## src/rtl/pcc_pkg.sv

```systemverilog
// Shared widths, register codes and types for the pair Coulomb/contact force engine.
package pcc_pkg;

    localparam int Q_W       = 32;          // charges and constants, Q16.16
    localparam int RADIUS_W  = 31;
    localparam int RES_W     = 48;          // signed Q32.16 results
    localparam int DIST_W    = 32;
    localparam int NUM_W     = 3 * Q_W;     // |k| * |qa| * |qb|
    localparam int CFG_IDX_W = 1;

    localparam logic [CFG_IDX_W-1:0] REG_COULOMB = 1'b0;
    localparam logic [CFG_IDX_W-1:0] REG_ELASTIC = 1'b1;

    localparam logic [Q_W-1:0]   CONST_RESET = 32'h0001_0000;
    localparam logic [RES_W-1:0] RES_POS_LIM = 48'h7FFF_FFFF_FFFF;
    localparam logic [RES_W-1:0] RES_NEG_LIM = 48'h8000_0000_0000;

    typedef struct packed {
        logic [RES_W-1:0] val;
        logic             sat;
    } sat_t;

endpackage

```

## src/rtl/pcc_sqrt_pipe.sv

```systemverilog
// Pipelined integer square root, one root bit per stage, with a sideband word.
module pcc_sqrt_pipe
    import pcc_pkg::*;
#(
    parameter int ROOT_W = 34,
    parameter int SIDE_W = 1
)(
    input  logic                  clk,
    input  logic                  rst_n,
    input  logic                  en,
    input  logic                  in_vld,
    input  logic [2*ROOT_W-1:0]   rad,
    input  logic [SIDE_W-1:0]     side_in,
    output logic                  out_vld,
    output logic [ROOT_W-1:0]     root,
    output logic [SIDE_W-1:0]     side_out
);

    localparam int RAD_W = 2 * ROOT_W;
    localparam int REM_W = ROOT_W + 2;

    logic                 vld_reg  [0:ROOT_W-1];
    logic [RAD_W-1:0]     rad_reg  [0:ROOT_W-1];
    logic [RAD_W-1:0]     rad_next [0:ROOT_W-1];
    logic [REM_W-1:0]     rem_reg  [0:ROOT_W-1];
    logic [REM_W-1:0]     rem_next [0:ROOT_W-1];
    logic [ROOT_W-1:0]    root_reg [0:ROOT_W-1];
    logic [ROOT_W-1:0]    root_next[0:ROOT_W-1];
    logic [SIDE_W-1:0]    side_reg [0:ROOT_W-1];
    logic [SIDE_W-1:0]    side_next[0:ROOT_W-1];

    always_comb
    begin
        logic [RAD_W-1:0]  r_prev;
        logic [REM_W-1:0]  m_prev;
        logic [ROOT_W-1:0] q_prev;
        logic [REM_W-1:0]  rem2;
        logic [REM_W-1:0]  trial;
        logic              ge;
        for (int k = 0; k < ROOT_W; k++)
        begin
            if (k == 0)
            begin
                r_prev       = rad;
                m_prev       = '0;
                q_prev       = '0;
                side_next[k] = side_in;
            end
            else
            begin
                r_prev       = rad_reg[k-1];
                m_prev       = rem_reg[k-1];
                q_prev       = root_reg[k-1];
                side_next[k] = side_reg[k-1];
            end
            rem2         = {m_prev[REM_W-3:0], r_prev[RAD_W-1 -: 2]};
            trial        = {q_prev, 2'b01};
            ge           = (rem2 >= trial);
            rem_next[k]  = ge ? (rem2 - trial) : rem2;
            root_next[k] = {q_prev[ROOT_W-2:0], ge};
            rad_next[k]  = r_prev << 2;
        end
    end

    always_ff @(posedge clk or negedge rst_n)
    begin
        if (!rst_n)
        begin
            for (int k = 0; k < ROOT_W; k++)
            begin
                vld_reg[k] <= 1'b0;
            end
        end
        else if (en)
        begin
            for (int k = 0; k < ROOT_W; k++)
            begin
                vld_reg[k] <= (k == 0) ? in_vld : vld_reg[k-1];
            end
        end
    end

    always_ff @(posedge clk)
    begin
        if (en)
        begin
            for (int k = 0; k < ROOT_W; k++)
            begin
                rad_reg[k]  <= rad_next[k];
                rem_reg[k]  <= rem_next[k];
                root_reg[k] <= root_next[k];
                side_reg[k] <= side_next[k];
            end
        end
    end

    assign out_vld  = vld_reg[ROOT_W-1];
    assign root     = root_reg[ROOT_W-1];
    assign side_out = side_reg[ROOT_W-1];

endmodule

```

## config.mk

```make
export PLATFORM = sky130hd
export DESIGN_NAME = pcc_sqrt_pipe
export DESIGN_NICKNAME = d
export VERILOG_FILES = /design/src/rtl/pcc_pkg.sv /design/src/rtl/pcc_sqrt_pipe.sv
export SDC_FILE = /design/constraint.sdc
export NUM_CORES = 2
export LEC_CHECK = 0
export BUFFER_PORTS_ARGS = -buffer_cell sky130_fd_sc_hd__buf_4
export CAP_MARGIN = 0
export CORE_ASPECT_RATIO = 0.9
export CORE_MARGIN = 2
export CORE_UTILIZATION = 45
export CTS_CLUSTER_SIZE = 28
export DETAILED_ROUTE_END_ITERATION = 12
export GPL_TIMING_DRIVEN = 0
export HOLD_SLACK_MARGIN = 0.03
export SLEW_MARGIN = 20
export SYNTH_ARGS = -nofsm -noshare
export SYNTH_HDL_FRONTEND = slang
export SYNTH_MEMORY_MAX_BITS = 65536
export SYNTH_SLANG_ARGS = --single-unit
```

## constraint.sdc

```tcl
create_clock -name clk -period 6.4 [get_ports clk]
set_input_delay 1.28 -clock clk [delete_from_list [all_inputs] [get_ports clk]]
set_output_delay 1.28 -clock clk [all_outputs]
set_load 0.01 [all_outputs]
```

==> results.sh <==
export IMPL_outcome="complete, but fails checks"
export IMPL_failed_checks="DRC"
export IMPL_syn_cell_area_um2=132000
export IMPL_io_pins=109
export IMPL_yosysWarningCount=0
export IMPL_start_util_pct=45.2
export IMPL_root_buffer="clkbuf_16"
export IMPL_required_ps=7030
export IMPL_die_w_um=574
export IMPL_setup_viol=0
export IMPL_nNetsFinal=11200
export IMPL_routedWlPerCell_um=18.6
export IMPL_fin_ws_ps=1170
export IMPL_tightest_slew_ps=1120
export IMPL_endpoint_kind="flip-flop"
export IMPL_synth_nets=10800
export IMPL_cts_sink_count=2856
export IMPL_yosys_area_top_type="edfxtp_1"
export IMPL_wl_um=273000
export IMPL_tns_ps=0
export IMPL_area_growth_syn_to_layout_pct=12.4
export IMPL_r2r_start="root_reg[30][0]"
export IMPL_dpl_worst_slack_ps=984
export IMPL_timing_final_crit_share_pct=81.8
export IMPL_grt_overflow=0
export IMPL_gp_congestion=0.893
export IMPL_final_hold_violation_count=0
export IMPL_antenna_found_initial=4
export IMPL_cts_setup_buffers=0
export IMPL_multiInputGateArea_um2=42400
export IMPL_syn_area_per_cell_um2=13.0
export IMPL_cp_startpoint="root_reg[30][0]"
export IMPL_post_synth_num_cell_types=91
export IMPL_fmax_mhz=191
export IMPL_synth_edf_count=2822
export IMPL_cts_made_buffers=307
export IMPL_nFillCells=24900
export IMPL_synthCells=10100
export IMPL_hpwl_um=196000
export IMPL_placed_cell_area_um2=138000
export IMPL_clk_path_buf_depth=4
export IMPL_fin_crit_ps=5230
export IMPL_relSlewSlack_pct=23.3
export IMPL_largest_register_ffs=1122
export IMPL_drive_gt1_share_pct=7.71
export IMPL_p_per_area_nw_per_um2=369
export IMPL_routed_via_density=5.36
export IMPL_synth_seq_cells=2856
export IMPL_drc=14
export IMPL_clkTransAtPathRegs_ps=60
export IMPL_hp_class="primary input to async pin"
export IMPL_worst_skew_pair_late_latency_ps=900
export IMPL_seq_area_frac_synth_pct=65.0
export IMPL_yosysTopAreaCellShare_pct=64.3
export IMPL_leakage_uw=0.0565
export IMPL_slew_viol_final=0
export IMPL_start_kind="flip-flop"
export IMPL_synthArstFlopShare_pct=1.19
export IMPL_grt_max_degree=163
export IMPL_cts_hold_fix_buffers=0
export IMPL_drt_first_iter_violations=6070
export IMPL_cts_tree="built"
export IMPL_worstPathMaxFanout=10
export IMPL_seqCellArea_um2=85600
export IMPL_synth_top_cells_by_area="edfxtp_1 (64%), ha_1 (6.0%), xnor2_1 (3.2%)"
export IMPL_first_pass_iters=10
export IMPL_synth_most_common_cell="edfxtp_1"
export IMPL_core_um2=291000
export IMPL_synthFlopType="edfxtp_1"
export IMPL_rsz0062_at_grt="no"
export IMPL_antenna_left=0
export IMPL_grt_use_total_pct=18.0
export IMPL_worst_setup_path_type="flip-flop to flip-flop"
export IMPL_ys_top_cells_by_count="edfxtp_1 (2822), inv_1 (801), a21oi_1 (698)"
export IMPL_rows=188
export IMPL_cap_violations=0
export IMPL_clock_skew_ps=33.0
export IMPL_grt_pass1_wl_um=427000
export IMPL_arrival_ps=5860
export IMPL_dieArea_um2=297000
export IMPL_ir_worst_vdd_mv=0.272
export IMPL_num_vias=78700
export IMPL_chipHeight_um=517
export IMPL_holdWs_ps=331
export IMPL_grt_pass1_vias=77100
export IMPL_final_area_um2=148000
export IMPL_cts_max_level=5
export IMPL_ctsResizeCount=0
export IMPL_io_buffers=108
## per-layer routing
layer	vias to the layer above	GRT usage, %	part of all wire [%]
met1	38300	24.8	46
met5	-	0	0
met4	0	5.16	2.6
li1	38300	-	-
met3	463	2.24	4.4
met2	1679	29.9	47
## worst max-delay path: stages, from the launching register on
cell,delay [ps]
edfxtp_1,450
inv_1,80
ha_1,360
nor2b_1,180
o31ai_1,430
a21oi_1,310
a2111oi_1,720
o31a_1,360
o21ai_1,200
o2111a_1,290
a211oi_1,660
buf_2,440
buf_4,250
nand2_1,60
o21ai_0,180
## area by class of cell
| cell class | count | area share (%) |
|---|---|---|
| diodes | 2 | 0.00338 |
| inverters | 805 | 2.04 |
| clock inverters | 193 | 1.40 |
| well taps | 3895 | 3.29 |
| repair buffers | 129 | 0.951 |
| plain buffers | 172 | 0.473 |
| multi-input cells | 6266 | 28.6 |
| clock buffers | 359 | 5.41 |
| flip-flops and latches | 2856 | 57.8 |
## per-stage QoR
stage / std cells / utilization [%] / power, uW
after detailed placement: 14100 / 47.3 / 37200
after CTS: 14700 / 50.8 / 55300
final: 14700 / 50.8 / 54600
after global placement: 14100 / 47.1 / 37900
after floorplan: 10100 / - / 33500
after global routing: 14700 / 50.8 / 57600
## where the power goes
group	internal [uW]	switching, uW	total [uW]
clock	10300	7330	17700
sequential	23800	1580	25400
combinational	4860	6750	11600
## cell families after synthesis
family / synth area share (%)
simple gates: 9.40
flops: 65.0
fa+ha+maj: 5.99
compound gates: 9.68
buf+inv: 2.83
xor+xnor: 5.92
other cells: 0.00285
mux: 1.19
## worst paths after layout
kind,to,slack [ps],cells past startpoint
worst min-delay path,vld_reg[33],330,1
min in group clk,rad_reg[9][52],400,0
worst max-delay path,rem_reg[31][5],1170,14
max in group asynchronous,vld_reg[8],5760,1
worst max register to register,rem_reg[31][5],1170,14
worst min register to register,rad_reg[9][52],400,0
## layout by cell type (no fill, tap or decap), types with 133 or more instances in the layout
| cell | synthesis | routed |
|---|---|---|
| edfxtp_1 | 2822 | 2822 |
| inv_1 | 801 | 801 |
| a21oi_1 | 698 | 697 |
| nand2_1 | 668 | 668 |
| nor2_1 | 664 | 664 |
| ha_1 | 631 | 631 |
| o21ai_0 | 483 | 483 |
| xnor2_1 | 477 | 477 |
| xor2_1 | 413 | 413 |
| clkbuf_16 | 0 | 313 |
| a21o_1 | 259 | 259 |
| nor3_1 | 240 | 240 |
| clkbuf_1 | 134 | 179 |
| nand3_1 | 139 | 139 |
| mux2_2 | 133 | 133 |
Power figures use the tool's default switching activity.
